===== config.mk =====
export PLATFORM = sky130hd
export DESIGN_NAME = tcch_mul
export DESIGN_NICKNAME = d
export VERILOG_FILES = /design/src/rtl/tcch_pkg.sv /design/src/rtl/tcch_mul.sv
export SDC_FILE = /design/constraint.sdc
export NUM_CORES = 2
export LEC_CHECK = 0
export ABC_CLOCK_PERIOD_IN_PS = 14600
export BUFFER_PORTS_ARGS = -buffer_cell sky130_fd_sc_hd__buf_2
export CAP_MARGIN = 20
export CORE_ASPECT_RATIO = 1.1
export CORE_MARGIN = 2
export CORE_UTILIZATION = 60
export CTS_BUF_LIST = sky130_fd_sc_hd__clkbuf_4
export CTS_CLUSTER_DIAMETER = 50
export DETAILED_ROUTE_END_ITERATION = 10
export MAX_ROUTING_LAYER = met4
export PLACE_DENSITY = 0.78
export SYNTH_ARGS = -nofsm -noshare
export SYNTH_HDL_FRONTEND = slang
export SYNTH_SLANG_ARGS = --single-unit

===== constraint.sdc =====
create_clock -name clk -period 14.6 [get_ports clk]
set_input_delay 0 -clock clk [delete_from_list [all_inputs] [get_ports clk]]
set_output_delay 0 -clock clk [all_outputs]
set_load 0.005 [all_outputs]

===== src/rtl/tcch_pkg.sv =====
`timescale 1ns / 1ps
package tcch_pkg;

  // CORDIC iteration count, 8..24
  localparam int CORDIC_STEPS = 16;
  localparam int STEP_W = 5;          // counter wide enough for up to 24 steps
  localparam int XW = 58;             // CORDIC x/y datapath
  localparam int ZW = 34;             // CORDIC angle datapath, 2^32 per turn
  localparam int MA_W = 36;           // shared multiplier operand A
  localparam int MB_W = 25;           // shared multiplier operand B
  localparam int P_W = MA_W + MB_W;

  localparam logic signed [XW-1:0] CORDIC_GAIN = 58'sd652032874;
  localparam logic signed [15:0] DECL_RESET = 16'sd600;
  localparam logic [15:0] SCALE_ONE = 16'd4096;

  typedef enum logic [1:0] {
    OP_START = 2'd0,
    OP_CAL   = 2'd1,
    OP_HEAD  = 2'd2,
    OP_NONE  = 2'd3
  } op_t;

  typedef enum logic [4:0] {
    ST_IDLE, ST_REC_START, ST_REC_AX, ST_REC_WAIT,
    ST_H_A0, ST_H_A1, ST_H_A2, ST_H_A3,
    ST_SC0, ST_SC1, ST_SC2, ST_SC3, ST_SCW,
    ST_M0, ST_M1, ST_M2, ST_M3, ST_M4, ST_M5, ST_M6, ST_M7,
    ST_VW, ST_C1, ST_DONE
  } state_t;

  typedef struct packed {
    logic start;
    logic vec;      // 1 vectoring (atan2), 0 rotation (sin/cos)
  } cordic_ctl_t;

  function automatic logic signed [ZW-1:0] atan_entry(input logic [STEP_W-1:0] idx);
    logic signed [ZW-1:0] v;
    case (idx)
      5'd0:  v = 34'sd536870912;
      5'd1:  v = 34'sd316933406;
      5'd2:  v = 34'sd167458907;
      5'd3:  v = 34'sd85004756;
      5'd4:  v = 34'sd42667331;
      5'd5:  v = 34'sd21354465;
      5'd6:  v = 34'sd10680862;
      5'd7:  v = 34'sd5340245;
      5'd8:  v = 34'sd2670675;
      5'd9:  v = 34'sd1335343;
      5'd10: v = 34'sd667544;
      5'd11: v = 34'sd333772;
      5'd12: v = 34'sd166886;
      5'd13: v = 34'sd83443;
      5'd14: v = 34'sd41722;
      5'd15: v = 34'sd20861;
      5'd16: v = 34'sd10430;
      5'd17: v = 34'sd5215;
      5'd18: v = 34'sd2608;
      5'd19: v = 34'sd1304;
      5'd20: v = 34'sd652;
      5'd21: v = 34'sd326;
      5'd22: v = 34'sd163;
      5'd23: v = 34'sd81;
      default: v = '0;
    endcase
    return v;
  endfunction

  // negate, most negative word saturates
  function automatic logic signed [15:0] neg_sat(input logic signed [15:0] v);
    logic signed [15:0] r;
    if (v == -16'sd32768) r = 16'sd32767;
    else r = -v;
    return r;
  endfunction

endpackage


===== src/rtl/tcch_mul.sv =====
`timescale 1ns / 1ps
module tcch_mul import tcch_pkg::*; (
  input  logic                   clk,
  input  logic signed [MA_W-1:0] a,
  input  logic signed [MB_W-1:0] b,
  output logic signed [P_W-1:0]  prod_r
);

  // registered signed product, one per cycle
  always_ff @(posedge clk) begin
    prod_r <= P_W'(a) * P_W'(b);
  end

endmodule


======== After elaboration in Yosys (flattened, before gate mapping) ========
Cells that the tools add are included.
storage, ports and cells
  output and inout port bits .............. 61
  bits in registers ....................... 61
  bits of input ports ..................... 62
  word-level logic and storage cells ...... 2
operators by class
  multipliers ............................. 1
operators with widths
  kind              count
  $mul A36 B25 Y61  1

======== Longest topological paths before layout ========
  word-level depth ........................ 1
  gate-level depth with buffers ........... 27
  gate-level depth less buffers ........... 25

======== Worst setup path before layout ========
OpenSTA, ideal clock, no wires.
  path type ............................... input port to flip-flop
  from .................................... input b[5]
  to ...................................... register prod_r[59]
  data arrival time ....................... 6.427 ns
  setup time .............................. 0.134 ns
  slack ................................... 8.039 ns
  stages .................................. 26
  path buffers ............................ 3
  required time ........................... 14.466 ns
  path through ............................ clkbuf_1 clkbuf_1 nand2_1 fa_1 inv_1 fa_1 inv_1 fa_1 fa_1 inv_1 fa_1 fa_1 inv_1 fa_1 inv_1 ha_1 buf_2 a21o_1 a21o_1 a21oi_1 a2bb2oi_1 a31o_2 a21oi_4 a31o_4 nor4bb_1 or4_1
on the way
  longest elaborated chain between the ends .. 1
RTL lines
  item                  line            text
  start, declared       tcch_mul.sv:5   input logic signed [MB_W-1:0] b,
  $mul A36 B25 Y61      tcch_mul.sv:11  prod_r <= P_W'(a) * P_W'(b);
  end signal, assigned  tcch_mul.sv:11
  end, declared         tcch_mul.sv:6   output logic signed [P_W-1:0] prod_r
Every way passes these cells.

======== Worst setup path in the final report ========
  from .................................... input b[1]
  to ...................................... register prod_r[60]
The elaborated chain is that of the path after synthesis.

==> results.md <==
- Status: complete, no violations
- Sequential share of the synthesized area: 0.0372
- Nets: 4619
- Die H: 249 um
- Vias in the first global route: roughly 26000
- Layout cells sized above 1: 0.0450
- Worst EP required: around 15000 ps
- CP cell instances: buf_2 -> nand2_1 -> inv_1 -> fa_1 -> fa_1 -> fa_1 -> inv_1 -> fa_1 -> inv_1 -> fa_1 -> fa_1 -> ha_1 -> and3_1 -> and2_1 -> nand4_1 -> a21oi_1 -> nor3_2 -> o211ai_1 -> a21oi_1 -> a21o_1 -> xnor2_1
- Post-synthesis async set-or-reset flop share: 0
- Period utilization: 0.496
- Drt initial violations: about 1200
- Final WS setup: about 7400 ps
- Yosys reg bits: 61
- Die width: roughly 230 um
- Max FFs per register: ~60
- Setup total negative slack: 0 ps
- Worst Hold Class: input pin to flip-flop
- Arrival time worst endpoint: 7740 ps
- Worst hold stages: 2
- Final hold violation count: 0
- Final Max Tran Viols: 0
- Top cell type by total area after synthesis: fa_1
- Grt ovf: 0
- TritonCTS Sinks: 61
- Vias: 23300
- Number of synthesized flops with an enable pin: 0
- Crit-path max FO: 36
- Number of buffers created by CTS: 9
- Post-layout minimum cycle time: 7240 ps
- Delay-heaviest family, CP: adder cells
- Synth Net Count: roughly 4700
- Rel. slew slack: 0.332
- Filler cells: approximately 4500
- TritonRoute pass-1 iters: 8
- Synth unique cells: around 70
- CTS max path bufs: 2
- # Post-CTS Setup Buffers: 0
- GPL Wtd Cong: between 0.9 and 1
- Largest net degree at the start of global routing: 37
- GRT Util Overall: 0.324
- Core Region: about 0.054 mm2
- First-pass GRT wire length: 136000 um
- WL/cell: slightly below 20 um
- Hold wc startpoint: a[0]
- Most common library cells after synthesis: fa_1 (911), inv_1 (909), and2_1 (458), nand2_1 (450), clkbuf_1 (170)
- Clock slew at reported path FFs: between 100 and 150 ps
- Critical path buffers and inverters: 4
- Worst hold slack: between 70 and 80 ps
- Setup CP Type: input pin to flip-flop
- CP Capture Type: flip-flop
- Final WL: 83100 um
- Synthesized area per cell: ~9.3 um2
- Yosys warns: 0
- Root buffer cell: clkbuf_4
- Synthesis-to-layout area growth: 3.19%
- Initial antenna violation count: 8
- Unrepaired setup endpoints after global routing: false
- Share of the synthesized area in the top cell type: 0.556
- DIE AREA: 0.0565 mm2
- Max cap viols: 0
- Drt via density: 5.50
- Cell count after synthesis: 3529
- CTS tree: yes
- Peak Freq: 138 MHz
- H-tree Lvls: 3
- Startpoint types: input pin
- Starting Density: 0.610
- Most flops, register: prod_r
- Post-DP HPWL: 65800 um
- WHS Endpoint: prod_r[0]$_DFF_P_
- Slowest CP cell: fa_1
- Regs by FF count: prod_r (61)
- Commonest register cell after synthesis: dfxtp_1
- Post-synthesis cell area: 0.0328 mm2
- Count of final setup violators: 0
- Cell with the most instances after synthesis: fa_1
- Crit-path max cell delay: about 1200 ps
- FP Rows: approximately 90
- CTS resizes: 0
- Worst Tran Pin Value: about 1000 ps
- Post-CTS Hold Buffers: 0
- IO Count: approximately 120
- Most common cell on crit path: fa_1
- Dpl ws: 6880 ps
- Routed Antenna Nets: 0
- IO Port Bufs: approximately 120
- Top post-synthesis cells by area: fa_1 (56%), inv_1 (10%), and2_1 (8.7%)
- Number of remaining DRC errors: 0
-- cells in the final DEF, fill, tap and decap left out, types with 8 or more instances in the layout --
cell type / Yosys / layout
nor2b_1: 8 / 8
buf_2: 10 / 122
nor3_1: 9 / 9
o21ai_0: 27 / 27
fa_1: 911 / 911
nand2_1: 450 / 450
a21oi_1: 62 / 62
clkbuf_4: 0 / 9
nand3_1: 8 / 8
dfxtp_1: 61 / 61
xnor2_1: 45 / 45
nand4_1: 14 / 14
diode_2: 0 / 9
ha_1: 163 / 163
nor2_1: 65 / 65
inv_1: 909 / 909
o21bai_1: 11 / 11
a21o_1: 30 / 30
and2_1: 458 / 458
xor2_1: 19 / 19
nand2b_1: 15 / 15
-- cell type report --
class / count / area [um2] / area share
multi-input cells: 2376 / 27400 / 0.811
inverters: 909 / 3410 / 0.101
flip-flops and latches: 61 / 1220 / 0.0361
well taps: 728 / 911 / 0.0269
repair buffers: 126 / 661 / 0.0195
clock inverters: 7 / 104 / 0.00307
clock buffers: 9 / 67.6 / 0.00200
diodes: 9 / 22.5 / 0.000666
-- metal layers --
layer | routed length (um) | global-route usage | vias up
met5 | 0 | - | -
met4 | 4860 | 0.166 | 0
met3 | 6060 | 0.0574 | 289
met2 | 42300 | 0.536 | 972
met1 | 29800 | 0.379 | 12000
li1 | - | - | 9950
-- stage by stage --
step                utilization  cell area [um2]  instances
global route              0.629            33800       4223
detailed placement        0.625            33600       4199
finish                    0.629            33800       4225
CTS                       0.628            33800       4215
floorplan                     -            32800       3529
global placement          0.625            33600       4199
-- worst max path at each step --
stage           from                 end  slack (ps)  cells after the start
5_1_grt         b[1]  prod_r[60]$_DFF_P_        7070                     21
3_3_place_gp   b[24]  prod_r[60]$_DFF_P_        6960                     22
6_report        b[1]  prod_r[60]$_DFF_P_        7360                     21
4_1_cts         b[1]  prod_r[60]$_DFF_P_        7490                     21
3_5_place_dp    b[1]  prod_r[60]$_DFF_P_        6880                     21
2_1_floorplan   b[5]  prod_r[59]$_DFF_P_        8040                     26
-- cell families after synthesis --
kind of cell,count (synthesis),share of synthesized area
flip-flops,61,0.0372
AND/OR/NAND/NOR,1044,0.160
buffers and inverters,1092,0.126
adder cells (fa/ha/maj),1074,0.618
XOR/XNOR,64,0.0171
AO/OA/AOI/OAI,193,0.0405
multiplexers,1,0.000305
Power is not shown: default switching activity piles up to over one toggle a cycle in this logic, so the estimate is an artifact.
