**config.mk**
```make
export PLATFORM = sky130hd
export DESIGN_NAME = tcch_div
export DESIGN_NICKNAME = d
export VERILOG_FILES = /design/src/rtl/tcch_pkg.sv /design/src/rtl/tcch_div.sv
export SDC_FILE = /design/constraint.sdc
export NUM_CORES = 1
export LEC_CHECK = 0
export BUFFER_PORTS_ARGS = -buffer_cell sky130_fd_sc_hd__buf_4
export CORE_MARGIN = 2
export CORE_UTILIZATION = 55
export CTS_BUF_LIST = sky130_fd_sc_hd__clkbuf_4 sky130_fd_sc_hd__clkbuf_8 sky130_fd_sc_hd__clkbuf_16
export DETAILED_ROUTE_END_ITERATION = 16
export HOLD_SLACK_MARGIN = 0.1
export PLACE_DENSITY = 0.86
export SYNTH_ARGS = -nofsm -noshare
export SYNTH_HDL_FRONTEND = slang
export SYNTH_SLANG_ARGS = --single-unit
```
**constraint.sdc**
```tcl
create_clock -name clk -period 4.8 [get_ports clk]
set_input_delay 0.48 -clock clk [delete_from_list [all_inputs] [get_ports clk]]
set_output_delay 0.48 -clock clk [all_outputs]
set_load 0.1 [all_outputs]
```
**src/rtl/tcch_pkg.sv**
```systemverilog
`timescale 1ns / 1ps
package tcch_pkg;

  // CORDIC iteration count, 8..24
  localparam int CORDIC_STEPS = 16;
  localparam int STEP_W = 5;          // counter wide enough for up to 24 steps
  localparam int XW = 58;             // CORDIC x/y datapath
  localparam int ZW = 34;             // CORDIC angle datapath, 2^32 per turn
  localparam int MA_W = 36;           // shared multiplier operand A
  localparam int MB_W = 25;           // shared multiplier operand B
  localparam int P_W = MA_W + MB_W;

  localparam logic signed [XW-1:0] CORDIC_GAIN = 58'sd652032874;
  localparam logic signed [15:0] DECL_RESET = 16'sd600;
  localparam logic [15:0] SCALE_ONE = 16'd4096;

  typedef enum logic [1:0] {
    OP_START = 2'd0,
    OP_CAL   = 2'd1,
    OP_HEAD  = 2'd2,
    OP_NONE  = 2'd3
  } op_t;

  typedef enum logic [4:0] {
    ST_IDLE, ST_REC_START, ST_REC_AX, ST_REC_WAIT,
    ST_H_A0, ST_H_A1, ST_H_A2, ST_H_A3,
    ST_SC0, ST_SC1, ST_SC2, ST_SC3, ST_SCW,
    ST_M0, ST_M1, ST_M2, ST_M3, ST_M4, ST_M5, ST_M6, ST_M7,
    ST_VW, ST_C1, ST_DONE
  } state_t;

  typedef struct packed {
    logic start;
    logic vec;      // 1 vectoring (atan2), 0 rotation (sin/cos)
  } cordic_ctl_t;

  function automatic logic signed [ZW-1:0] atan_entry(input logic [STEP_W-1:0] idx);
    logic signed [ZW-1:0] v;
    case (idx)
      5'd0:  v = 34'sd536870912;
      5'd1:  v = 34'sd316933406;
      5'd2:  v = 34'sd167458907;
      5'd3:  v = 34'sd85004756;
      5'd4:  v = 34'sd42667331;
      5'd5:  v = 34'sd21354465;
      5'd6:  v = 34'sd10680862;
      5'd7:  v = 34'sd5340245;
      5'd8:  v = 34'sd2670675;
      5'd9:  v = 34'sd1335343;
      5'd10: v = 34'sd667544;
      5'd11: v = 34'sd333772;
      5'd12: v = 34'sd166886;
      5'd13: v = 34'sd83443;
      5'd14: v = 34'sd41722;
      5'd15: v = 34'sd20861;
      5'd16: v = 34'sd10430;
      5'd17: v = 34'sd5215;
      5'd18: v = 34'sd2608;
      5'd19: v = 34'sd1304;
      5'd20: v = 34'sd652;
      5'd21: v = 34'sd326;
      5'd22: v = 34'sd163;
      5'd23: v = 34'sd81;
      default: v = '0;
    endcase
    return v;
  endfunction

  // negate, most negative word saturates
  function automatic logic signed [15:0] neg_sat(input logic signed [15:0] v);
    logic signed [15:0] r;
    if (v == -16'sd32768) r = 16'sd32767;
    else r = -v;
    return r;
  endfunction

endpackage

```
**src/rtl/tcch_div.sv**
```systemverilog
`timescale 1ns / 1ps
module tcch_div import tcch_pkg::*; (
  input  logic        clk,
  input  logic        rst_n,
  input  logic        start,
  input  logic [30:0] num,
  input  logic [17:0] den,
  output logic        done_r,
  output logic [15:0] quo_r
);

  logic        busy_r;
  logic [3:0]  cnt_r;
  logic [30:0] rem_r;
  logic [32:0] ds_r;
  logic        fits;

  assign fits = {2'b00, rem_r} >= ds_r;

  always_ff @(posedge clk) begin
    if (!rst_n) begin
      busy_r <= 1'b0;
      done_r <= 1'b0;
    end else begin
      done_r <= 1'b0;
      if (start) begin
        // quotient beyond 16 bits saturates right away
        if ({3'b000, num} >= {den, 16'h0000}) done_r <= 1'b1;
        else busy_r <= 1'b1;
      end else if (busy_r && cnt_r == 4'd15) begin
        busy_r <= 1'b0;
        done_r <= 1'b1;
      end
    end
  end

  // restoring division, one quotient bit a cycle
  always_ff @(posedge clk) begin
    if (start) begin
      rem_r <= num;
      ds_r  <= {den, 15'h0000};
      cnt_r <= '0;
      quo_r <= 16'hFFFF;
    end else if (busy_r) begin
      if (fits) rem_r <= rem_r - ds_r[30:0];
      quo_r <= {(cnt_r == 4'd0) ? 15'h0000 : quo_r[14:0], fits};
      ds_r  <= ds_r >> 1;
      cnt_r <= cnt_r + 4'd1;
    end
  end

endmodule

```
# == After elaboration in Yosys (flattened, before gate mapping) ==
# Index checks and enable logic that the tools add are counted.
# word_totals
register_bits,86
latchBits,0
mem_bits_rw,0
romBits,0
input_bits,52
output_inout_bits,17
wordCells,32
n_memories,0
# op_classes
n_addsub,2
multipliers,0
div_mod_pow,0
order_cmp,2
eq_ne,2
shifts,0
n_mux,12
bitwise_logic,0
reduce_logical,7
# ops
op,count
$mux 31,3
$mux 33,2
$ge 31x34->1,1
$ge 31x33->1,1
$sub 31x31->31,1
$mux 15,1
$mux 1,6
$reduce_bool 2->1,3
$add 4x1->4 const B,1
$eq 4x4->1 const B,1
$logic_not 4->1,1
$reduce_and 2->1,2
$ne 2x2->1 const B,1
$logic_and 1x1->1,1

# == Longest topological paths before layout ==
# depth
word_depth,4
mapped_depth,11
ltp_nobuf,11

# == Least setup slack after synthesis ==
# Ideal clock, no wire load.
# synth_path
path_kind,reg-to-reg
from,register rem_r[27]
to,"register rem_r[0], enable pin"
setup_time_ns,0.462
t_arrival_ns,3.888
required_time_ns,4.338
slack_ns,0.449
path_stages_with_launch,6
path_buffers,1
synth_period_minus_slack_ns,4.351
path_cell_list,edfxtp_1 ha_1 clkbuf_1 nand3_1 or4b_2 o21ai_0
# synth_via
elab_chain_cells,3
# synth_rtl
item,line_no,rtl
from (decl),tcch_div.sv:14,logic [30:0] rem_r;
from (signal assigned),tcch_div.sv:40,rem_r <= num;
from (signal assigned),tcch_div.sv:45,if (fits) rem_r <= rem_r - ds_r[30:0];
$ge 31x33->1,tcch_div.sv:18,"assign fits = {2'b00, rem_r} >= ds_r;"
$reduce_bool 2->1 (no source line),n/a,
$reduce_and 2->1 (no source line),n/a,
# No other way between the ends.
# A chain may end at the register's enable or synchronous reset.

# == Worst setup path after layout ==
# layout_path
from,register ds_r[1]
to,"register rem_r[10], enable pin"
# layout_via
elab_chain_cells,3
# layout_rtl
item,line_no,rtl
from (decl),tcch_div.sv:15,logic [32:0] ds_r;
from (signal assigned),tcch_div.sv:41,"ds_r <= {den, 15'h0000};"
from (signal assigned),tcch_div.sv:47,ds_r <= ds_r >> 1;
$ge 31x33->1,tcch_div.sv:18,
$reduce_bool 2->1 (no source line),n/a,
$reduce_and 2->1 (no source line),n/a,
# No other way between the ends.

==> summary.md <==
| Metric | Value |
|---|---|
| Status | `finished, final reports clean` |
| Total gr overflow | `0` |
| DIE AREA | `11,200 um2` |
| Starting Density | `0.559` |
| Aggregate routed wire length | `14.0 mm` |
| Clock Path Buffers | `2` |
| Slowest CP cell | `o21ai_2` |
| Antenna-violating nets left | `0` |
| Fin Clk Skew | `0.0130 ns` |
| Power Dens Cells | `378 nW/um2` |
| Vias per cell | `5.94` |
| Global-route wire length before repair | `22.9 mm` |
| RSZ-0062 raised after global routing | `no` |
| Vias after detailed routing | `4,902` |
| Hold path endpoint | `done_r$_SDFF_PN0_` |
| Vias in the first global route | `4,786` |
| FP Rows | `37` |
| Core area | `10,200 um2` |
| R2R Path End | `rem_r[10]$_DFFE_PP_` |
| Leak pwr | `2.76 nW` |
| Dpl cells | `809` |
| Final min period | `3.35 ns` |
| Cell family with the largest share of critical-path delay | `compound AO/OA/AOI/OAI gates` |
| Worst hold start | `rst_n` |
| Drc violations | `0` |
| Pin count of the biggest net entering global routing | `69` |
| F_max | `299 MHz` |
| CP Cell Sequence | `inv_1 -> ha_1 -> nor2b_1 -> a221oi_1 -> nand4b_1 -> a21oi_1 -> nand2b_1 -> a21oi_1 -> o21ai_2 -> buf_4` |
| CP Class | `reg -> reg` |
| Yosys cell types | `61` |
| Critical Path Max Stage Delay | `0.71 ns` |
| Drt initial violations | `391` |
| Mapped Cells | `631` |
| R2r setup slk | `1.45 ns` |
| Non-Filler Instances | `825` |
| CTS tree | `yes` |
| TritonCTS Buffers | `9` |
| WP buf/inv | `2` |
| Chip Width | `106 um` |
| Share of layout cells above drive strength 1 | `0.149` |
| Final setup fails | `0` |
| Register-to-Register Path Depth | `10` |
| Setup crit end kind | `register` |
| Total power | `2.45 mW` |
| Final hold violation count | `0` |
| EDFF count, synth | `49` |
| # IOs | `69` |
| Port Buffers | `68` |
| Tcrit/Tclk final | `0.697` |
| Layout net count | `785` |
| Setup bufs post-CTS | `0` |
| Synth async-reset ratio | `0` |
| Initial antenna violation count | `0` |
| Hold_buf cts | `0` |
| Routability Congestion | `0.933` |
| Most frequent cells in the layout | `72 x buf_4, 62 x nand2_1, 59 x o21ai_0` |
| Wire per inst | `16.9 um` |
| Synth warn | `0` |
| Die height | `106 um` |
| Startpoint types | `register` |
| Max cap viols | `0` |
| Antenna Diode Count | `0` |
| Seq cells post-synth | `86` |
| Max_slew headroom | `0.222` |
| Worst-Skew Late Latency | `0.38 ns` |
| Worst-path clk slew | `0.10 ns` |
| Clock sink total | `86` |
| Slew Viols, Final | `0` |
| Register area share after synthesis | `0.389` |
| Cts repair resizes | `0` |
| CP dominant cell by count | `a21oi_1` |
| Commonest non-fill, non-tap cell in the layout | `buf_4` |
| Fillers | `901` |
| R2r startpoint | `ds_r[1]$_SDFFE_PP0P_` |
| CP Data Arrival Time | `3.40 ns` |
| Hold Path Class | `in -> reg` |
| Ys flop type | `edfxtp_1` |
| Crit path required time | `4.86 ns` |
| TritonRoute pass-1 iters | `5` |
| Setup_tns | `0 ns` |
| Syn nets | `732` |
| Crit-path max FO | `17` |
| Worst-Margin Slew | `1.16 ns` |
| Total Routing Usage GR | `0.255` |
| Syn_area_per_cell | `9.02 um2` |
| Synth-to-Final Area Change | `13.9%` |
| DP Wirelength | `10.4 mm` |
| Maximum vdd drop | `0.181 mV` |
| Clk root buf | `clkbuf_8` |
| Post-Syn Area | `5690 um2` |
| Worst Hold Depth | `2` |
| CTS H-tree lvls | `3` |
-- cell type report --
class,instances,area [um2],share of cell area
Multi-Input combinational cell,456,3140,0.485
Sequential cell,86,2210,0.341
Timing Repair Buffer,72,541,0.0834
Inverter,59,221,0.0342
Tap cell,136,170,0.0263
Clock buffer,9,124,0.0191
Clock inverter,7,71.3,0.0110
-- cell families after synthesis --
family,share of synthesized area
XOR/XNOR,0.0385
multiplexers,0.0394
adder cells (fa/ha/maj),0.109
AO/OA/AOI/OAI,0.209
AND/OR/NAND/NOR,0.155
flip-flops,0.389
buffers and inverters,0.0600
-- metal layers --
| metal | global-route usage | wire, um | vias up |
|---|---|---|---|
| li1 | - | - | 2393 |
| met2 | 0.441 | 6920 | 189 |
| met1 | 0.328 | 6010 | 2294 |
| met5 | 0 | 0 | - |
| met4 | 0.0893 | 269 | 0 |
| met3 | 0.0334 | 785 | 26 |
-- cells in the mapped netlist, drive strengths merged, types with 2 or more instances --
master,number,area share
o21bai,2,0.0026
o21a,5,0.0066
o221a,2,0.0055
buf,5,0.0046
nor2,44,0.029
nor3,11,0.0097
o21ai,60,0.053
mux2,3,0.0059
clkbuf,25,0.016
a311oi,2,0.0031
inv,58,0.038
mux2i,19,0.033
nand2,62,0.041
and4,6,0.0092
a21boi,4,0.0053
a22oi,2,0.0026
nand2b,3,0.0033
xor2,14,0.022
a31oi,6,0.0066
a221o,17,0.030
nand3,11,0.0097
o211ai,3,0.0040
a22o,3,0.0046
and2,9,0.010
and3,6,0.0077
nor2b,7,0.0077
o221ai,2,0.0031
edfxtp,49,0.26
or4b,2,0.0035
a21oi,38,0.033
ha,48,0.11
xnor2,11,0.017
dfxtp,37,0.13
a21o,22,0.029
or4,2,0.0026
or3,4,0.0046
nand4,10,0.011
-- report_power, final --
part | switching (mW) | leakage [nW] | internal, mW
clock | 0.315 | 0.102 | 0.206
combinational | 0.620 | 1.86 | 0.379
sequential | 0.0436 | 0.800 | 0.888
-- how the worst max path moves through the flow --
stage	from	endpoint	slack (ns)	cells past startpoint
after detailed placement	rem_r[1]$_DFFE_PP_	rem_r[6]$_DFFE_PP_	1.51	9
final	ds_r[1]$_SDFFE_PP0P_	rem_r[10]$_DFFE_PP_	1.45	10
after floorplan	rem_r[27]$_DFFE_PP_	rem_r[0]$_DFFE_PP_	0.45	5
after global routing	ds_r[1]$_SDFFE_PP0P_	rem_r[10]$_DFFE_PP_	1.17	10
after global placement	rem_r[0]$_DFFE_PP_	rem_r[20]$_DFFE_PP_	1.65	11
after CTS	rem_r[1]$_DFFE_PP_	rem_r[13]$_DFFE_PP_	1.48	9
-- per-stage QoR --
stage,setup WS (ns),hold WS [ns],util,area (um2)
floorplan,0.449,0.465,-,5690
global placement,1.65,0.487,0.617,6280
detailed placement,1.51,0.491,0.617,6280
CTS,1.48,0.305,0.636,6480
global route,1.17,0.318,0.636,6480
finish,1.45,0.313,0.636,6480
-- worst reg2reg max path, delay by kind of cell (launching register included) --
kind	cells	cell delay, ns
AND/OR/NAND/NOR	3	0.65
adder cells (fa/ha/maj)	1	0.29
flip-flops	1	0.38
AO/OA/AOI/OAI	4	1.21
buffers and inverters	2	0.50
-- state kept, by name, indices dropped and copies added (netlist names) --
register  flops
ds_r         33
rem_r        31
quo_r        16
cnt_r         4
busy_r        1
done_r        1
(Power assumes the default switching activity.)
