File: config.mk
export PLATFORM = sky130hd
export DESIGN_NAME = tcch_cordic
export DESIGN_NICKNAME = d
export VERILOG_FILES = /design/src/rtl/tcch_pkg.sv /design/src/rtl/tcch_cordic.sv
export SDC_FILE = /design/constraint.sdc
export NUM_CORES = 1
export LEC_CHECK = 0
export ABC_AREA = 1
export BUFFER_PORTS_ARGS = -buffer_cell sky130_fd_sc_hd__clkbuf_2
export CORE_UTILIZATION = 29
export CTS_CLUSTER_SIZE = 40
export DETAILED_ROUTE_END_ITERATION = 10
export PLACE_DENSITY_LB_ADDON = 0.1
export SETUP_SLACK_MARGIN = 0.1
export SLEW_MARGIN = 20
export SYNTH_ARGS = -nofsm -noshare
export SYNTH_HDL_FRONTEND = slang
export SYNTH_SLANG_ARGS = --single-unit
File: constraint.sdc
create_clock -name clk -period 7.6 [get_ports clk]
set_clock_uncertainty 0.2 [all_clocks]
set_input_delay 0.38 -clock clk [delete_from_list [all_inputs] [get_ports clk]]
set_output_delay 0.38 -clock clk [all_outputs]
set_load 0.01 [all_outputs]
File: src/rtl/tcch_pkg.sv
`timescale 1ns / 1ps
package tcch_pkg;

  // CORDIC iteration count, 8..24
  localparam int CORDIC_STEPS = 16;
  localparam int STEP_W = 5;          // counter wide enough for up to 24 steps
  localparam int XW = 58;             // CORDIC x/y datapath
  localparam int ZW = 34;             // CORDIC angle datapath, 2^32 per turn
  localparam int MA_W = 36;           // shared multiplier operand A
  localparam int MB_W = 25;           // shared multiplier operand B
  localparam int P_W = MA_W + MB_W;

  localparam logic signed [XW-1:0] CORDIC_GAIN = 58'sd652032874;
  localparam logic signed [15:0] DECL_RESET = 16'sd600;
  localparam logic [15:0] SCALE_ONE = 16'd4096;

  typedef enum logic [1:0] {
    OP_START = 2'd0,
    OP_CAL   = 2'd1,
    OP_HEAD  = 2'd2,
    OP_NONE  = 2'd3
  } op_t;

  typedef enum logic [4:0] {
    ST_IDLE, ST_REC_START, ST_REC_AX, ST_REC_WAIT,
    ST_H_A0, ST_H_A1, ST_H_A2, ST_H_A3,
    ST_SC0, ST_SC1, ST_SC2, ST_SC3, ST_SCW,
    ST_M0, ST_M1, ST_M2, ST_M3, ST_M4, ST_M5, ST_M6, ST_M7,
    ST_VW, ST_C1, ST_DONE
  } state_t;

  typedef struct packed {
    logic start;
    logic vec;      // 1 vectoring (atan2), 0 rotation (sin/cos)
  } cordic_ctl_t;

  function automatic logic signed [ZW-1:0] atan_entry(input logic [STEP_W-1:0] idx);
    logic signed [ZW-1:0] v;
    case (idx)
      5'd0:  v = 34'sd536870912;
      5'd1:  v = 34'sd316933406;
      5'd2:  v = 34'sd167458907;
      5'd3:  v = 34'sd85004756;
      5'd4:  v = 34'sd42667331;
      5'd5:  v = 34'sd21354465;
      5'd6:  v = 34'sd10680862;
      5'd7:  v = 34'sd5340245;
      5'd8:  v = 34'sd2670675;
      5'd9:  v = 34'sd1335343;
      5'd10: v = 34'sd667544;
      5'd11: v = 34'sd333772;
      5'd12: v = 34'sd166886;
      5'd13: v = 34'sd83443;
      5'd14: v = 34'sd41722;
      5'd15: v = 34'sd20861;
      5'd16: v = 34'sd10430;
      5'd17: v = 34'sd5215;
      5'd18: v = 34'sd2608;
      5'd19: v = 34'sd1304;
      5'd20: v = 34'sd652;
      5'd21: v = 34'sd326;
      5'd22: v = 34'sd163;
      5'd23: v = 34'sd81;
      default: v = '0;
    endcase
    return v;
  endfunction

  // negate, most negative word saturates
  function automatic logic signed [15:0] neg_sat(input logic signed [15:0] v);
    logic signed [15:0] r;
    if (v == -16'sd32768) r = 16'sd32767;
    else r = -v;
    return r;
  endfunction

endpackage

File: src/rtl/tcch_cordic.sv
`timescale 1ns / 1ps
module tcch_cordic import tcch_pkg::*; (
  input  logic                 clk,
  input  logic                 rst_n,
  input  cordic_ctl_t          ctl,
  input  logic signed [XW-1:0] x0,
  input  logic signed [XW-1:0] y0,
  input  logic signed [ZW-1:0] z0,
  output logic                 done_r,
  output logic signed [XW-1:0] x_r,
  output logic signed [XW-1:0] y_r,
  output logic signed [ZW-1:0] z_r
);

  logic              busy_r;
  logic              vec_r;
  logic [STEP_W-1:0] i_r;
  logic signed [XW-1:0] dx, dy;
  logic signed [ZW-1:0] at;
  logic              up;

  assign dx = y_r >>> i_r;
  assign dy = x_r >>> i_r;
  assign at = atan_entry(i_r);
  // rotate toward z = 0, or toward y = 0 when vectoring
  assign up = vec_r ? y_r[XW-1] : !z_r[ZW-1];

  always_ff @(posedge clk) begin
    if (!rst_n) begin
      busy_r <= 1'b0;
      done_r <= 1'b0;
    end else begin
      done_r <= 1'b0;
      if (ctl.start) begin
        busy_r <= 1'b1;
      end else if (busy_r && i_r == STEP_W'(CORDIC_STEPS - 1)) begin
        busy_r <= 1'b0;
        done_r <= 1'b1;
      end
    end
  end

  always_ff @(posedge clk) begin
    if (ctl.start) begin
      x_r   <= x0;
      y_r   <= y0;
      z_r   <= z0;
      vec_r <= ctl.vec;
      i_r   <= '0;
    end else if (busy_r) begin
      if (up) begin
        x_r <= x_r - dx;
        y_r <= y_r + dy;
        z_r <= z_r - at;
      end else begin
        x_r <= x_r + dx;
        y_r <= y_r - dy;
        z_r <= z_r + at;
      end
      i_r <= i_r + STEP_W'(1);
    end
  end

endmodule
# Yosys cells after proc, flatten, opt, wreduce, memory -nomap -nowiden
# Memory sizes are Yosys's and may differ from the RTL's. A register that Yosys moved wholly into a read port is not among the register bits.
# Cells that the tools add are included.
[word_totals]
register_bits = 158
mem_bits_ro = 960
in_bits = 154
out_inout_bits = 151
elab_cells = 39
n_memories = 1
[op_classes]
n_addsub = 7
eq_ne = 1
shifts = 2
n_mux = 15
bitwise_logic = 1
n_reduce_logical = 5
[memory_table]
columns = ["name", "depth", "word_bits", "read_ports", "rd_ports_with_merged_regs", "wr", "line_no", "rtl"]
rows = [
  ["(no name shown)", 32, 30, 1, 1, 0, "tcch_pkg.sv:39", "case (idx)"],
]
[ops]
columns = ["op", "count"]
rows = [
  ["$mux 58", 6],
  ["$add 58x58->58", 2],
  ["$sshr 58x5->58", 2],
  ["$sub 58x58->58", 2],
  ["$mux 34", 3],
  ["$add 34x34->34", 1],
  ["$sub 34x34->34", 1],
  ["$mux 5", 2],
  ["$add 5x1->5 const B", 1],
  ["$eq 5x4->1 const B", 1],
  ["$mux 1", 4],
  ["$reduce_bool 2->1", 2],
  ["$reduce_or 2->1", 1],
  ["$logic_and 1x1->1", 1],
  ["$logic_not 1->1", 1],
  ["$not 1->1", 1],
]

# Logic depth before layout (Yosys ltp)
[logic_depth]
word_depth = 5
depth_mapped = 35
mapped_depth_nobuf = 33

# Least setup slack after synthesis
# Ideal clock, no wire load.
[synth_path]
kind = "reg-to-reg"
startpoint = "register busy_r"
endpoint = "register, netlist name at[12]"
setup_ns = 0.116
arrival_ns = 4.865
t_required_ns = 7.284
setup_slack_ns = 2.419
stages_incl_launch_ff = 10
path_buffers = 0
synth_period_minus_slack_ns = 5.181
cell_sequence = "dfxtp_1 > nor2_1 > inv_1 > o22ai_1 > inv_1 > nand2_1 > inv_2 > nand2_1 > o22ai_1 > nor2_1"
[synth_via]
elab_chain_cells = 2
[synth_rtl]
columns = ["element", "line_no", "rtl"]
rows = [
  ["start: declaration", "tcch_cordic.sv:15", "logic busy_r;"],
  ["start signal: assignment", "tcch_cordic.sv:30", "busy_r <= 1'b0;"],
  ["start signal: assignment", "tcch_cordic.sv:35", "busy_r <= 1'b1;"],
  ["start signal: assignment", "tcch_cordic.sv:37", "busy_r <= 1'b0;"],
  ["$mux 5 (no line) (2 in a row)", "n/a", ""],
]
# Every way passes these cells.
# A chain may end at the register's enable or synchronous reset.

# Worst setup path in the final report
[layout_path]
startpoint = "register i_r[0]"
endpoint = "register y_r[49], data pin"
[layout_via]
elab_chain_cells = 5
word_cells_on_any_way = 6
classes_between = "add/sub: 2; shift: 1; mux: 3"
[layout_rtl]
columns = ["element", "line_no", "rtl"]
rows = [
  ["start: declaration", "tcch_cordic.sv:17", "logic [STEP_W-1:0] i_r;"],
  ["start signal: assignment", "tcch_cordic.sv:60", "i_r <= i_r + STEP_W'(1);"],
  ["$sshr 58x5->58 *", "tcch_cordic.sv:23", "assign dy = x_r >>> i_r;"],
  ["$sub 58x58->58 or $add 58x58->58 (tied branches)", "tcch_cordic.sv:57, tcch_cordic.sv:53", ""],
  ["$mux 58 *", "tcch_cordic.sv:51", "if (up) begin"],
  ["$mux 58 *", "tcch_cordic.sv:50", "end else if (busy_r) begin"],
  ["$mux 58 *", "tcch_cordic.sv:44", "if (ctl.start) begin"],
  ["end signal: assignment", "tcch_cordic.sv:46", "y_r <= y0;"],
  ["end signal: assignment", "tcch_cordic.sv:53", "y_r <= y_r + dy;"],
  ["end signal: assignment", "tcch_cordic.sv:57", "y_r <= y_r - dy;"],
  ["end: declaration", "tcch_cordic.sv:11", "output logic signed [XW-1:0] y_r,"],
]
# Every way passes the cells marked *; elsewhere a longest branch is shown, timed or not. The select of a mux whose other input is x is not followed.

==> reports/qor.yml <==
status: "completed"
avgSynthCellArea_um2: 5.749
hold_end: "y_r[7]"
grt_pass1_vias: 33283
vias: 35717
drtPass1Iterations: 6
fin_hold_ws_ps: 28.36
drcViolationCount: 0
grt_pass1_wl_um: 220400
routed_wirelength_um: 151100
power_density_nw_per_um2: 586.7
reg2reg_to: "y_r[49]"
min_path_type: "primary input to register"
worst_pin_slew_ps: 997.3
worst-setup-path-type: "register to register"
period_minus_slack_ps: 7047
synth_warnings: 0
grt_max_degree: 122
reg2reg_from: "i_r[0]"
timing.fmax_mhz: 141.9
hold_path.startpoint: "y0[7]"
synthArstFlopShare_pct: 0
crit_slowest_cell: "clkinv_2"
yosysMostFrequentCell: "nand2_1"
numCtsBuffers: 17
place_hpwl_um: 124200
final_net_count: 5698
p_leak_nw: 16.28
drv_slew: 0
synth-seq-cells: 188
rsz0062_at_grt: "no"
hold_viol_final: 0
syn_area_um2: 28980
fill_cells: 11313
yosysUniqueCellTypes: 59
synth_edf_count: 151
rows: 115
cts.sinks: 188
setup_violations: 0
grt_antenna_before_repair: 6
viasPerCell: 5.352
cp_slowest_stage_delay_ps: 450
vdd_drop_max_mv: 0.2118
synthesis.nets: 5367
die_y_um: 318.1
synth_seq_area_share_pct: 18.20
crit_path_start: "i_r[0]"
initial_core_util_pct: 29.36
clock_latency_ps: 540
critPathLaunchType: "register"
detail-route-antenna-nets: 0
grt_usage_pct: 29.04
fp.dieW_um: 318.1
synthCells: 5041
gp_congestion: 1.018
grt_remaining_overflow: 0
cts_tree: "done"
required_ps: 7700
path_max_fanout: 39
port_buffers: 304
final_layout_size_suffix_gt1_share_pct: 10.29
clk_pin_slew_ps: 90
synthFlopType: "edfxtp_1"
wl_per_cell_um: 22.64
htree_levels: 4
cp-end-kind: "register"
tns_ps: 0
cts_setup_buffers: 0
r2r_cells: 30
cts-root-buf: "clkbuf_16"
maxSlewHeadroom_pct: 32.81
synth_area_leaders: "nand2_1, nand3_1, edfxtp_1"
fp.dieArea_um2: 101200
r2r_slack_ps: 550
yosysTopAreaCell: "nand2_1"
coreArea_um2: 98710
clockBufferDepth: 2
synth_common_cells: "nand2_1, nand3_1, nor2_1, inv_1, a21oi_1"
hold_depth: 3
cap_violations: 0
top_level_ports: 305
cp.arrival_ps: 7150
cp_common_cell: "nand2_1"
drt_iter0_markers: 3870
syn_to_final_growth_pct: 16.40
synth_top_area_share_pct: 20.57
period_share_pct: 92.72
how the worst max path moves through the flow:
stage	to	slack [ps]	cells after the start
finish	y_r[49]	550	30
global route	y_r[49]	140	30
CTS	y_r[49]	680	28
detailed placement	y_r[49]	700	28
global placement	y_r[49]	710	28
floorplan	at[12]	2420	9
layout by cell type, fill, tap and decap left out, types with 20 or more instances in the layout:
| cell type | count |
|---|---|
| inv_1 | 413 |
| clkbuf_2 | 303 |
| inv_2 | 33 |
| o21ai_1 | 49 |
| o21ai_0 | 183 |
| ha_1 | 169 |
| or2_2 | 81 |
| nand2_1 | 1588 |
| nor2_1 | 467 |
| a21oi_1 | 243 |
| xor2_1 | 103 |
| nand3_1 | 944 |
| edfxtp_1 | 151 |
| a21o_1 | 21 |
| nand4_1 | 38 |
| dfxtp_1 | 32 |
| nor2_2 | 20 |
| dlygate4sd3_1 | 147 |
| xnor2_1 | 37 |
| nor3_1 | 50 |
| buf_4 | 42 |
| a31oi_1 | 45 |
timing repair:
item / in CTS / in global routing
hold buffers: 147 / 0
endpoints found under the hold margin: 148 / 0
setup endpoints to repair: 0 / 1
resized for setup: 0 / 1
cell type report:
cell class / count / area [um^2] / share of cell area, %
multi-input combinational: 4210 / 21100 / 62.55
antenna: 2 / 5.005 / 0.01484
tap: 1287 / 1610 / 4.773
sequential: 188 / 5291 / 15.68
clock buffer: 18 / 429.2 / 1.272
inverter: 457 / 1734 / 5.140
clock inverter: 14 / 150.1 / 0.4451
timing repair buffer: 498 / 3415 / 10.12
flip-flops by register name, summed over array words and instances, names as in the netlist:
register and cells:
z_r 34, y_r 58, done_r 1, at 30, vec_r 1, i_r 5
x_r 58, busy_r 1
cell families (layout without fill, tap and decap cells):
group	after synthesis	in the layout	synth area share (%)
AND/OR/NAND/NOR	3243	3243	48.25
AO/OA/AOI/OAI	655	655	12.82
buffers and inverters	643	987	8.997
flip-flops	188	188	18.20
adder cells (fa/ha/maj)	172	172	7.503
XOR/XNOR	140	140	4.231
other	0	2	0
power breakdown:
group	total [mW]	internal [mW]	switching (mW)
Combinational	15.9	5.10	10.8
Clock	0.979	0.437	0.541
Sequential	2.95	1.80	1.15
Total	19.8	7.34	12.5
metal layers:
metal  share of wire [%]  wire [um]  GRT usage (%)
met1                  46      68980          40.24
met4                 2.4       3696          7.300
met3                 6.5       9870          4.350
met5                   0          0              0
met2                  45      68520          46.87
stage by stage:
step / std cells / worst slack, ps / utilization, % / instance area [um^2] / total power, mW
finish: 6674 / 553.1 / 34.18 / 33740 / 19.79
global route: 6672 / 143.4 / 34.17 / 33730 / 21.52
CTS: 6672 / 683.7 / 34.17 / 33730 / 19.60
detailed placement: 6493 / 702.9 / 32.10 / 31680 / 18.44
global placement: 6493 / 706.1 / 32.10 / 31680 / 18.54
floorplan: 5041 / 2419 / - / 28980 / 12.74
critical path, delay by kind of cell, from the launching register on:
kind	cells	cell delay, ps
flops	1	370
simple gates	17	2860
xor+xnor	1	170
compound gates	6	1490
fa+ha+maj	2	630
buf+inv	4	1060
Power figures use the tool's default switching activity.
